`src/sv/plf_pkg.sv`:
```
// Shared types and constants of the Playfair digraph cipher.
package plf_pkg;

	localparam int unsigned SIDE  = 5;
	localparam int unsigned CELLS = 25;
	localparam int unsigned ALPHA = 26;

	typedef logic [4:0] letter_t;
	typedef logic [4:0] cell_t;
	typedef logic [1:0] kind_t;

	localparam kind_t KIND_CLEAR  = 2'd0;
	localparam kind_t KIND_KEY    = 2'd1;
	localparam kind_t KIND_FINISH = 2'd2;
	localparam kind_t KIND_PLAIN  = 2'd3;

	localparam letter_t LETTER_I = 5'd8;
	localparam letter_t LETTER_J = 5'd9;
	localparam letter_t LETTER_X = 5'd23;
	localparam letter_t LETTER_Z = 5'd25;

	typedef struct packed {
		kind_t   kind;
		letter_t letter;
		logic    last;
	} in_payload_t;

	typedef struct packed {
		letter_t cipher_letter;
		logic    run_end;
	} out_payload_t;

	// Grid cells holding the two ciphertext letters of one digraph.
	typedef struct packed {
		cell_t first;
		cell_t second;
	} cell_pair_t;

endpackage

```
`src/sv/plf_stream_if.sv`:
```
// Valid/ready stream interface carrying one payload item per handshake.
interface plf_stream_if #(
	parameter type payload_t = logic
) ();
	logic     valid;
	logic     ready;
	payload_t payload;

	modport source (output valid, output payload, input ready);
	modport sink (input valid, input payload, output ready);
endinterface

```
`src/sv/playfair_digraph_cipher.sv`:
```
// Top level of the Playfair digraph cipher engine.
//
// Channel text carries command items: clear grid, key letter, finish grid
// and plaintext letter (with a last flag). Channel code carries ciphertext
// letters, one per item, with run_end marking the last one of a command.
// A key letter or a clear is handled without leaving idle. A finish walks
// all 26 letters, one per cycle, and no item is taken until the walk ends.
// A plaintext letter that completes a digraph reads the letter-position
// memory, then the grid memory, and presents its two ciphertext letters
// one after the other through the output register; a doubled final letter
// repeats the digraph for four results. A letter that only becomes pending
// is taken at one per cycle; a digraph holds off new items until its last
// result, behind two dependent memory reads, is in the single output register.
// Reset clears the used-letter set (only J marked), fill count, pending
// letter and the output valid flag; the memories keep undefined contents
// until written. If the receiver stalls, the current result is held in the
// output register and the engine waits; the next command item may still be
// accepted once the last result of the previous one sits in that register.
module playfair_digraph_cipher (
	input logic                clk,
	input logic                arst_n,
	plf_stream_if.sink         text,
	plf_stream_if.source       code
);
	localparam logic [2:0] ST_IDLE  = 3'd0;
	localparam logic [2:0] ST_FILL  = 3'd1;
	localparam logic [2:0] ST_LOOK  = 3'd2;
	localparam logic [2:0] ST_EMIT0 = 3'd3;
	localparam logic [2:0] ST_EMIT1 = 3'd4;

	logic [2:0]            state_q;
	logic [25:0]           used_q;
	plf_pkg::cell_t        fill_q;
	plf_pkg::letter_t      pend_q;
	logic                  pend_valid_q;
	plf_pkg::letter_t      scan_q;
	logic                  repeat_q;
	logic                  out_valid_q;
	plf_pkg::out_payload_t out_q;

	plf_pkg::in_payload_t  in_item;
	logic                  accept;
	logic                  slot_free;
	logic                  out_load;

	// Letter placement, shared by key letters and the finish sweep.
	plf_pkg::letter_t      place_ch;
	logic                  place_req;
	logic                  place_used;
	logic                  place_en;

	// Plaintext pairing decision.
	plf_pkg::letter_t      ch_norm;
	logic                  pair_emit;
	logic                  pair_repeat;
	plf_pkg::letter_t      pair_p;
	plf_pkg::letter_t      pair_q;
	plf_pkg::letter_t      pend_next;
	logic                  pend_valid_next;

	plf_pkg::cell_t        pos_a, pos_b;
	plf_pkg::cell_pair_t   cells;
	plf_pkg::letter_t      grid_a, grid_b;

	assign in_item    = text.payload;
	assign text.ready = (state_q == ST_IDLE);
	assign accept     = text.valid && text.ready;
	assign slot_free  = !out_valid_q || code.ready;
	// The output register takes a new letter in either emit state once it is free.
	assign out_load   = slot_free && ((state_q == ST_EMIT0) || (state_q == ST_EMIT1));

	assign code.valid   = out_valid_q;
	assign code.payload = out_q;

	always_comb begin
		place_ch  = (state_q == ST_FILL) ? scan_q : in_item.letter;
		place_req = (state_q == ST_FILL) ||
			(accept && (in_item.kind == plf_pkg::KIND_KEY));
		place_used = (place_ch < plf_pkg::letter_t'(plf_pkg::ALPHA)) ?
			used_q[place_ch] : 1'b1;
		place_en = place_req && !place_used &&
			(fill_q < plf_pkg::cell_t'(plf_pkg::CELLS));
	end

	always_comb begin
		if (in_item.letter > plf_pkg::LETTER_Z) ch_norm = plf_pkg::LETTER_Z;
		else if (in_item.letter == plf_pkg::LETTER_J) ch_norm = plf_pkg::LETTER_I;
		else ch_norm = in_item.letter;

		pair_emit       = 1'b0;
		pair_repeat     = 1'b0;
		pair_p          = ch_norm;
		pair_q          = plf_pkg::LETTER_X;
		pend_next       = pend_q;
		pend_valid_next = pend_valid_q;
		priority if (!pend_valid_q) begin
			if (in_item.last) begin
				pair_emit = 1'b1;
			end else begin
				pend_next       = ch_norm;
				pend_valid_next = 1'b1;
			end
		end else if (pend_q == ch_norm) begin
			// A doubled letter is split by X; with last set the second
			// letter pairs with X too, which gives the very same digraph.
			pair_emit   = 1'b1;
			pair_repeat = in_item.last;
			if (in_item.last) begin
				pend_next       = '0;
				pend_valid_next = 1'b0;
			end
		end else begin
			pair_emit       = 1'b1;
			pair_p          = pend_q;
			pair_q          = ch_norm;
			pend_next       = '0;
			pend_valid_next = 1'b0;
		end
	end

	// Letter positions: read at acceptance of a digraph-completing letter.
	plf_ram2r #(.DEPTH(plf_pkg::ALPHA), .WIDTH(5)) u_pos_mem (
		.clk    (clk),
		.we     (place_en),
		.waddr  (place_ch),
		.wdata  (fill_q),
		.re     (accept && (in_item.kind == plf_pkg::KIND_PLAIN) && pair_emit),
		.raddr0 (pair_p),
		.raddr1 (pair_q),
		.rdata0 (pos_a),
		.rdata1 (pos_b)
	);

	plf_cell_calc u_cell_calc (
		.pos_a (pos_a),
		.pos_b (pos_b),
		.cells (cells)
	);

	// Grid: read in the cycle after that, at the two cells chosen by the rules. The
	// read data is held until the next digraph, which also serves a repeat.
	plf_ram2r #(.DEPTH(plf_pkg::CELLS), .WIDTH(5)) u_grid_mem (
		.clk    (clk),
		.we     (place_en),
		.waddr  (fill_q),
		.wdata  (place_ch),
		.re     (state_q == ST_LOOK),
		.raddr0 (cells.first),
		.raddr1 (cells.second),
		.rdata0 (grid_a),
		.rdata1 (grid_b)
	);

	always_ff @(posedge clk or negedge arst_n) begin
		if (!arst_n) begin
			state_q      <= ST_IDLE;
			used_q       <= 26'(1) << plf_pkg::LETTER_J;
			fill_q       <= '0;
			pend_q       <= '0;
			pend_valid_q <= 1'b0;
			scan_q       <= '0;
			repeat_q     <= 1'b0;
			out_valid_q  <= 1'b0;
		end else begin
			if (place_en) begin
				used_q[place_ch] <= 1'b1;
				fill_q           <= fill_q + 5'd1;
			end

			if (out_valid_q && code.ready && !out_load) begin
				out_valid_q <= 1'b0;
			end

			unique case (state_q)
				ST_IDLE: begin
					if (accept) begin
						unique case (in_item.kind)
							plf_pkg::KIND_CLEAR: begin
								used_q       <= 26'(1) << plf_pkg::LETTER_J;
								fill_q       <= '0;
								pend_q       <= '0;
								pend_valid_q <= 1'b0;
							end
							plf_pkg::KIND_KEY: begin
							end
							plf_pkg::KIND_FINISH: begin
								scan_q  <= '0;
								state_q <= ST_FILL;
							end
							plf_pkg::KIND_PLAIN: begin
								pend_q       <= pend_next;
								pend_valid_q <= pend_valid_next;
								repeat_q     <= pair_repeat;
								if (pair_emit) begin
									state_q <= ST_LOOK;
								end
							end
							default: begin
							end
						endcase
					end
				end
				ST_FILL: begin
					scan_q <= scan_q + 5'd1;
					if (scan_q == plf_pkg::letter_t'(plf_pkg::ALPHA - 1)) begin
						state_q <= ST_IDLE;
					end
				end
				ST_LOOK: begin
					state_q <= ST_EMIT0;
				end
				ST_EMIT0: begin
					if (slot_free) begin
						out_valid_q       <= 1'b1;
						out_q.cipher_letter <= grid_a;
						out_q.run_end     <= 1'b0;
						state_q           <= ST_EMIT1;
					end
				end
				ST_EMIT1: begin
					if (slot_free) begin
						out_valid_q       <= 1'b1;
						out_q.cipher_letter <= grid_b;
						out_q.run_end     <= !repeat_q;
						repeat_q          <= 1'b0;
						state_q           <= repeat_q ? ST_EMIT0 : ST_IDLE;
					end
				end
				default: begin
					state_q <= ST_IDLE;
				end
			endcase
		end
	end
endmodule

```
`src/sv/plf_ram2r.sv`:
```
// Synchronous RAM with one write port and two registered read ports.
module plf_ram2r #(
	parameter int unsigned DEPTH = 26,
	parameter int unsigned WIDTH = 5
) (
	input  logic                     clk,
	input  logic                     we,
	input  logic [$clog2(DEPTH)-1:0] waddr,
	input  logic [WIDTH-1:0]         wdata,
	input  logic                     re,
	input  logic [$clog2(DEPTH)-1:0] raddr0,
	input  logic [$clog2(DEPTH)-1:0] raddr1,
	output logic [WIDTH-1:0]         rdata0,
	output logic [WIDTH-1:0]         rdata1
);
	logic [WIDTH-1:0] mem [DEPTH];

	always_ff @(posedge clk) begin
		if (we) begin
			mem[waddr] <= wdata;
		end
	end

	always_ff @(posedge clk) begin
		if (re) begin
			rdata0 <= mem[raddr0];
			rdata1 <= mem[raddr1];
		end
	end
endmodule

```
`src/sv/plf_cell_calc.sv`:
```
// Playfair rule selection: maps two letter positions to two ciphertext cells.
module plf_cell_calc (
	input  plf_pkg::cell_t      pos_a,
	input  plf_pkg::cell_t      pos_b,
	output plf_pkg::cell_pair_t cells
);
	function automatic logic [2:0] row_of(input plf_pkg::cell_t p);
		logic [2:0] r;
		if (p >= 5'd20) r = 3'd4;
		else if (p >= 5'd15) r = 3'd3;
		else if (p >= 5'd10) r = 3'd2;
		else if (p >= 5'd5) r = 3'd1;
		else r = 3'd0;
		return r;
	endfunction

	function automatic plf_pkg::cell_t times5(input logic [2:0] r);
		return plf_pkg::cell_t'({r, 2'b00}) + plf_pkg::cell_t'(r);
	endfunction

	function automatic logic [2:0] wrap_inc(input logic [2:0] v);
		return (v == 3'(plf_pkg::SIDE - 1)) ? 3'd0 : v + 3'd1;
	endfunction

	plf_pkg::cell_t pa, pb;
	logic [2:0] ar, ac, br, bc;

	always_comb begin
		// Positions outside the grid fall back to the first cell.
		pa = (pos_a >= plf_pkg::cell_t'(plf_pkg::CELLS)) ? '0 : pos_a;
		pb = (pos_b >= plf_pkg::cell_t'(plf_pkg::CELLS)) ? '0 : pos_b;
		ar = row_of(pa);
		br = row_of(pb);
		ac = 3'(pa - times5(ar));
		bc = 3'(pb - times5(br));
		priority if (ar == br) begin
			cells.first  = times5(ar) + plf_pkg::cell_t'(wrap_inc(ac));
			cells.second = times5(br) + plf_pkg::cell_t'(wrap_inc(bc));
		end else if (ac == bc) begin
			cells.first  = times5(wrap_inc(ar)) + plf_pkg::cell_t'(ac);
			cells.second = times5(wrap_inc(br)) + plf_pkg::cell_t'(bc);
		end else begin
			cells.first  = times5(ar) + plf_pkg::cell_t'(bc);
			cells.second = times5(br) + plf_pkg::cell_t'(ac);
		end
	end
endmodule

```
`src/flat_wrapper.sv`:
```
// flat-port wrapper written by rule: the top's interface ports become plain ports
module playfair_digraph_cipher_flat 
  (clk, arst_n, text_valid, text_payload, text_ready, code_valid, code_payload, code_ready);
  plf_stream_if #(.payload_t(plf_pkg::in_payload_t)) text_i ();
  plf_stream_if #(.payload_t(plf_pkg::out_payload_t)) code_i ();
  input logic clk;
  input logic arst_n;
  input wire logic [$bits(text_i.valid)-1:0] text_valid;
  input wire logic [$bits(text_i.payload)-1:0] text_payload;
  output wire logic [$bits(text_i.ready)-1:0] text_ready;
  output wire logic [$bits(code_i.valid)-1:0] code_valid;
  output wire logic [$bits(code_i.payload)-1:0] code_payload;
  input wire logic [$bits(code_i.ready)-1:0] code_ready;
  assign text_i.valid = text_valid;
  assign text_i.payload = text_payload;
  assign text_ready = text_i.ready;
  assign code_valid = code_i.valid;
  assign code_payload = code_i.payload;
  assign code_i.ready = code_ready;
  playfair_digraph_cipher u_core (.clk(clk), .arst_n(arst_n), .text(text_i), .code(code_i));
endmodule
```
`config.mk`:
```
export PLATFORM = sky130hd
export DESIGN_NAME = playfair_digraph_cipher_flat
export DESIGN_NICKNAME = d
export VERILOG_FILES = /design/src/sv/plf_pkg.sv /design/src/sv/plf_stream_if.sv /design/src/sv/playfair_digraph_cipher.sv /design/src/sv/plf_ram2r.sv /design/src/sv/plf_cell_calc.sv /design/src/flat_wrapper.sv
export SDC_FILE = /design/constraint.sdc
export NUM_CORES = 1
export LEC_CHECK = 0
export ABC_AREA = 1
export BUFFER_PORTS_ARGS = -buffer_cell sky130_fd_sc_hd__buf_2
export CAP_MARGIN = 20
export CORE_UTILIZATION = 55
export DETAILED_ROUTE_END_ITERATION = 16
export GPL_ROUTABILITY_DRIVEN = 1
export GPL_TIMING_DRIVEN = 1
export PLACE_DENSITY = 0.8
export SYNTH_ARGS = -nofsm -noshare
export SYNTH_HDL_FRONTEND = slang
export SYNTH_SLANG_ARGS = --single-unit
```
`constraint.sdc`:
```
create_clock -name clk -period 11.5 [get_ports clk]
set_input_delay 2.3 -clock clk [delete_from_list [all_inputs] [get_ports clk]]
set_output_delay 2.3 -clock clk [all_outputs]
set_load 0.01 [all_outputs]
```
; ---- After elaboration in Yosys (flattened, before gate mapping)
; Memories as Yosys holds them, arrays and structs flattened. A register that Yosys moved wholly into a read port is not among the register bits.
; Cells that the tools add are included.
[totals]
wordCells = 174
reg_bits = 53
mem_count = 2
ramBits = 255
[classes]
add_sub_neg = 18
n_mux = 72
bitwise_logic = 1
eq_ne = 26
order_cmp = 15
n_reduce_logical = 30
[memory_table]
columns = memory, depth, width, read_ports, rd_clocked_by_memory_dff, wr, line
row1 = u_core.u_pos_mem.mem, 26, 5, 2, 2, 1, plf_ram2r.sv:16  ; logic [WIDTH-1:0] mem [DEPTH];
row2 = u_core.u_grid_mem.mem, 25, 5, 2, 2, 1, plf_ram2r.sv:16
[ops]
columns = op, n
row1 = 26-bit two-way mux, 4
row2 = 5-bit two-way mux, 19
row3 = 5-bit by 3-bit adder with 5-bit output, 10
row4 = 3-bit two-way mux, 11
row5 = 26-bit OR, 1
row6 = "5-bit by 4-bit >= comparator with 1-bit output, second input constant", 4
row7 = "5-bit >= comparator, second input constant", 4
row8 = 1-bit two-way mux, 20
row9 = 10-bit two-way mux, 2
row10 = 5-bit case mux with 2 select lines, 2
row11 = "3-bit equality test, second input constant", 5
row12 = 3-bit case mux with 5 select lines, 1
row13 = "3-bit by 1-bit adder with 3-bit output, second input constant", 4
row14 = 6-bit two-way mux, 2
row15 = 6-bit case mux with 2 select lines, 1
row16 = "5-bit by 1-bit adder with 5-bit output, second input constant", 2
row17 = "5-bit by 3-bit >= comparator with 1-bit output, second input constant", 2
row18 = 1-bit logical AND, 10
row19 = "5-bit less-than comparator, second input constant", 2
row20 = 2-bit two-way mux, 5
row21 = "2-bit inequality test, second input constant", 4
row22 = 4-bit AND reduction, 2
row23 = 2-bit nonzero test, 4
row24 = "3-bit by 2-bit equality test with 1-bit output, second input constant", 2
row25 = 27 further kinds, 39

; ---- Depth between registers and ports, before layout
[logic_depth]
ltp_word = 13
ltp_mapped = 34

; ---- By module
; A second synthesis with hierarchy kept.
[unflattened]
cells_unflattened = 2427
hier_area_um2 = 19419.9
[by_module_without_submodules]
columns = module, cells_per_inst, area_per_inst_um2, instances, seq_area_each_um2
row1 = plf_ram2r (u_core.u_pos_mem), 825, 7240.7, 1, 4204.0
row2 = plf_ram2r (u_core.u_grid_mem), 840, 7093.1, 1, 4053.9
row3 = playfair_digraph_cipher, 480, 3320.7, 1, 1357.6
row4 = plf_cell_calc, 282, 1765.4, 1, 0.0

; ---- Least setup slack after synthesis
; No wires, ideal clock.
[synth_timing]
path_type = input -> register
start = in text_payload[5]
end = mem u_core.u_grid_mem.mem[24][0], enable pin
setup_time_ps = 381
required_ps = 11119
arrival_time_ps = 4610
path_slack_ps = 6509
stages = 12
path_cell_list = nand2_1 > o21ai_1 > inv_1 > nand2_1 > nor2_1 > inv_1 > a21oi_1 > nor4_2 > nand2_2 > inv_2 > nand2_1 > nor4_1
[synth_via]
elab_chain_cells = 9
[synth_lines]
columns = element, line
row1 = "start, declared", flat_wrapper.sv:9  ; input wire logic [$bits(text_i.payload)-1:0] text_payload;
row2 = 5-bit two-way mux (*), playfair_digraph_cipher.sv:76  ; place_ch = (state_q == ST_FILL) ? scan_q : in_item.letter;
row3 = via u_core.place_ch[4], playfair_digraph_cipher.sv:47  ; plf_pkg::letter_t place_ch;
row4 = 1-bit binary-select mux with 5-bit select, playfair_digraph_cipher.sv:80  ; used_q[place_ch] : 1'b1;
row5 = 1-bit two-way mux (implied by the code), playfair_digraph_cipher.sv:80
row6 = 1-bit two-way mux (*), playfair_digraph_cipher.sv:79  ; place_used = (place_ch < plf_pkg::letter_t'(plf_pkg::ALPHA)) ?
row7 = 1-bit zero test (*), playfair_digraph_cipher.sv:81  ; place_en = place_req && !place_used &&
row8 = 1-bit logical AND (*) (2 in series), playfair_digraph_cipher.sv:81
row9 = 1-bit two-way mux (*), plf_ram2r.sv:19  ; if (we) begin
row10 = 1-bit two-way mux (implied by the code) (*), plf_ram2r.sv:20  ; mem[waddr] <= wdata;
row11 = "end, declared", plf_ram2r.sv:16
; The timed path passes the listed nets; every way through them passes the cells marked *. The select of a mux whose other input is x is not followed.

; ---- Final worst setup path
[layout_timing]
start = reg u_core.u_pos_mem.rdata0[3] (read register of u_core.u_pos_mem.mem)
end = reg u_core.u_grid_mem.rdata1[0] (read register of u_core.u_grid_mem.mem), data pin
[layout_via]
elab_chain_cells = 12
[layout_lines]
columns = element, line
row1 = "start, declared", plf_ram2r.sv:13  ; output logic [WIDTH-1:0] rdata0,
row2 = 5-bit >= comparator, plf_cell_calc.sv:30  ; pa = (pos_a >= plf_pkg::cell_t'(plf_pkg::CELLS)) ? '0 : pos_a;
row3 = 5-bit two-way mux (*), plf_cell_calc.sv:30
row4 = 5-bit by 3-bit >= comparator with 1-bit output, plf_cell_calc.sv:12  ; else if (p >= 5'd5) r = 3'd1;
row5 = 1-bit two-way mux, plf_cell_calc.sv:12
row6 = 2-bit two-way mux, plf_cell_calc.sv:11  ; else if (p >= 5'd10) r = 3'd2;
row7 = 2-bit two-way mux, plf_cell_calc.sv:10  ; else if (p >= 5'd15) r = 3'd3;
row8 = 3-bit two-way mux, plf_cell_calc.sv:9  ; if (p >= 5'd20) r = 3'd4;
row9 = 5-bit by 3-bit adder with 5-bit output, -
row10 = 3-bit subtractor, plf_cell_calc.sv:34  ; ac = 3'(pa - times5(ar));
row11 = 5-bit by 3-bit adder with 5-bit output or 3-bit equality test (tied branches), "plf_cell_calc.sv:44, plf_cell_calc.sv:39"
row12 = 10-bit two-way mux, plf_cell_calc.sv:39  ; end else if (ac == bc) begin
row13 = 10-bit two-way mux (*), plf_cell_calc.sv:36  ; priority if (ar == br) begin
row14 = "end, declared", plf_ram2r.sv:14  ; output logic [WIDTH-1:0] rdata1
; Every way passes the cells marked *; elsewhere a longest branch is shown, timed or not.
; A chain may end at the register's enable or synchronous reset.

==> results_dict.tcl <==
set metrics [dict create \
    status "finished, final reports clean" \
    cp.required_ns 11.81 \
    start_util 0.5580 \
    grt_start_max_net_pins 72 \
    mostFrequentLayoutCell "nand2_1" \
    power_mw 5.231 \
    vias 15861 \
    ys_seq_area_frac 0.5151 \
    syn_to_final_growth_pct 7.937 \
    cts_hold_buf 0 \
    htree_levels 2 \
    p_sw_frac 0.4455 \
    clk_path_buf_depth 3 \
    via_per_inst 6.124 \
    period_needed_ns 6.226 \
    cts_buffers 37 \
    drtIter0Drc 2218 \
    gp_congestion 0.9491 \
    cts_sinks 328 \
    synth.top_cell.area_share 0.4521 \
    power_density_nw_per_um2 259.6 \
    row_count 67 \
    p_int_mw 2.901 \
    synth_fp_nets 2196 \
    ios 20 \
    ys_types 56 \
    antenna_found_initial 0 \
    timing.critical_path.from "u_core.u_pos_mem.rdata0[3]$_DFFE_PP_" \
    seq_area_sq_um 9615 \
    crit_end "u_core.u_grid_mem.rdata1[0]$_DFFE_PP_" \
    drtAntennaViolNets 0 \
    finalInstanceArea_sq_um 20150 \
    synth-seq-cells 328 \
    min_period_over_period 0.5414 \
    die_w_um 186.2 \
    grt_pass1_vias 14787 \
    slew_headroom 0.2165 \
    crit_path_start_kind "flip-flop" \
    cts_root_buf "clkbuf_16" \
    finalHoldViolCount 0 \
    fill_cells 2762 \
    most-common-layout-cells "nand2_1 (398), nand3_1 (381), edfxtp_1 (281)" \
    antenna_cells 0 \
    path_max_fanout 50 \
    ys_warn_count 0 \
    wl_per_cell_um 20.12 \
    worstReg2RegEnd "u_core.u_grid_mem.rdata1[0]$_DFFE_PP_" \
    grt_overflow_total 0 \
    place_hpwl_um 34650 \
    synth_area_per_cell_sq_um 8.747 \
    reg2regPathDepth 21 \
    track_usage 0.3051 \
    cts_setup_buffers 0 \
    synth_cells 2134 \
    ir_drop_mv 0.1890 \
    fin_tns_setup_ns 0 \
    worstMarginPinSlew_ns 1.165 \
    synth_top_cell_by_area "edfxtp_1" \
    synthesis.area_sq_um 18670 \
    drive_gt1_frac 0.07796 \
    fmax_ghz 0.1606 \
    finalWirelength_um 52110 \
    critPathKind "reg -> reg" \
    clock_latency_ns 0.55 \
    hold_path.class "reg -> reg" \
    placedInstanceArea_sq_um 19000 \
    cts.reportedPaths.clkPinSlew_ns 0.07 \
    synth_edf_count 281 \
    io_buffers 19 \
    crit_path_end_kind "flip-flop" \
    drc 0 \
    p_comb_frac 0.459 \
    post_cts_resized 0 \
    layout.nets 2175 \
    finClkSkew_ns 0.02471 \
    core_sq_um 33450 \
    synth_flop_cell "edfxtp_1" \
    cp.arrival_ns 6.54 \
    async_reset_ff_frac 0.1433 \
    power_leakage_nw 8.489 \
    r2r_start "u_core.u_pos_mem.rdata0[3]$_DFFE_PP_" \
    grt_pass1_wl_um 80730 \
    synthTopCellsByArea "edfxtp_1 (45%), nand3_1 (10%), nand2_1 (8.0%), dfrtp_1 (6.2%), inv_1 (5.6%)" \
    rsz0062_at_grt "false" \
    clock_power_share 0.216 \
    power.switching_mw 2.330 \
    dieHeight_um 186.2 \
    finalSetupViolCount 0 \
    cts_tree "yes" \
    r2r_setup_slack_ns 5.27 \
    maxCapViolations 0 \
    pwr-share-seq 0.325 \
    slew_viol_final 0 \
    drt_first_pass_iters 6 \
    die_area_sq_um 34680 \
    multi_input_area_sq_um 7460 \
]
[worst min-delay path by stage]
| stage | from | endpoint | slack (ns) | cells past startpoint |
|---|---|---|---|---|
| after floorplan | u_core.used_q[11]$_DFF_PN0_ | u_core.used_q[11]$_DFF_PN0_ | 0.46 | 2 |
| after CTS | u_core.used_q[16]$_DFF_PN0_ | u_core.used_q[16]$_DFF_PN0_ | 0.50 | 2 |
| after detailed placement | u_core.used_q[16]$_DFF_PN0_ | u_core.used_q[16]$_DFF_PN0_ | 0.49 | 2 |
| after global routing | u_core.used_q[11]$_DFF_PN0_ | u_core.used_q[11]$_DFF_PN0_ | 0.52 | 2 |
| after global placement | u_core.used_q[18]$_DFF_PN0_ | u_core.used_q[18]$_DFF_PN0_ | 0.48 | 2 |
| final | u_core.used_q[16]$_DFF_PN0_ | u_core.used_q[16]$_DFF_PN0_ | 0.50 | 2 |
[per-stage QoR]
stage / setup WS (ns) / utilization / cells / hold WS (ns)
finish: 5.274 / 0.6023 / 2590 / 0.5013
global route: 4.776 / 0.6023 / 2590 / 0.5152
global placement: 5.628 / 0.5677 / 2521 / 0.4790
CTS: 5.431 / 0.6023 / 2590 / 0.5031
detailed placement: 5.445 / 0.5680 / 2522 / 0.4907
floorplan: 6.509 / - / 2134 / 0.4633
[power by group through the flow]
stage	Combinational (mW)	Sequential (mW)	Clock, mW
2_1_floorplan	1.62	1.74	0
3_3_place_gp	2.26	1.72	0
3_5_place_dp	2.32	1.72	0
4_1_cts	2.33	1.70	1.14
5_1_grt	2.59	1.71	1.19
6_report	2.40	1.70	1.13
[cells in the mapped netlist (6+ instances only)]
master    instances
o21ai_0          91
nand3_1         381
a31oi_1           8
buf_4            12
a21oi_1          53
nor2_1          195
inv_2            15
xnor2_1           8
nor3_1            6
nand4_1           9
o21bai_1          6
inv_1           277
or2_2            10
nand2_1         399
ha_1             40
buf_2            36
a22oi_1          12
xor2_1           13
edfxtp_1        281
nand2_2          16
o211ai_1         76
clkbuf_1         45
o21a_1            6
o22ai_1           6
o21ai_1          11
fa_1             10
dfrtp_1          46
[cell type report]
type | count | share of cell area
clock buffer | 45 | 0.04794
clock inverter | 23 | 0.009067
inverter | 298 | 0.05565
multi-input combinational | 1410 | 0.3703
sequential | 328 | 0.4773
tap | 448 | 0.02782
timing repair buffer | 38 | 0.01199
[worst max-delay path, stage by stage, from the launching register on]
cell and delay, ns:
edfxtp_1 0.49, nand2_2 0.15, inv_2 0.04, nand2_1 0.07, nand2_1 0.09, nand2_1 0.12, inv_1 0.07, nor2_1 0.63
fa_1 0.61, xor2_1 0.19, a21oi_1 0.46, nand3_2 0.34, nand2_1 0.17, nand3_2 0.64, nand2_2 1.10, nand2_1 0.14
nand3_1 0.18, nand3_1 0.12, nand3_1 0.17, nand2_1 0.07, nand2_1 0.06, nand2_1 0.05
[kinds of logic (layout without fill, tap and decap cells)]
| group | after synthesis | in the layout | share of synthesized area |
|---|---|---|---|
| AOI/OAI and AO/OA | 303 | 303 | 0.1046 |
| buffers and inverters | 396 | 404 | 0.08661 |
| DFF | 328 | 328 | 0.5151 |
| xor gates and xnor gates | 21 | 21 | 0.009854 |
| and+or+nand+nor | 1031 | 1031 | 0.2436 |
| muxes | 5 | 5 | 0.002681 |
| adders and majority gates | 50 | 50 | 0.03754 |
[routing by layer]
layer | wire, um | vias to the layer above | track usage | part of all wire
met5 | 0 | - | 0 | 0
met4 | 2245 | 0 | 0.1295 | 0.043
met3 | 5409 | 174 | 0.05569 | 0.10
met2 | 24880 | 1067 | 0.5012 | 0.48
met1 | 19580 | 7393 | 0.3973 | 0.38
li1 | - | 7227 | - | -
[sequential cells by signal, indices dropped and copies added (netlist names)]
name and count:
u_core.u_pos_mem.mem 130, u_core.u_grid_mem.mem 125, u_core.used_q 26, u_core.code.payload 6, u_core.fill_q 5, u_core.pend_q 5
u_core.scan_q 5, u_core.u_grid_mem.rdata0 5, u_core.u_grid_mem.rdata1 5, u_core.u_pos_mem.rdata0 5, u_core.u_pos_mem.rdata1 5, u_core.state_q 3
u_core.code.valid 1, u_core.pend_valid_q 1, u_core.repeat_q 1
Power figures use the tool's default switching activity.
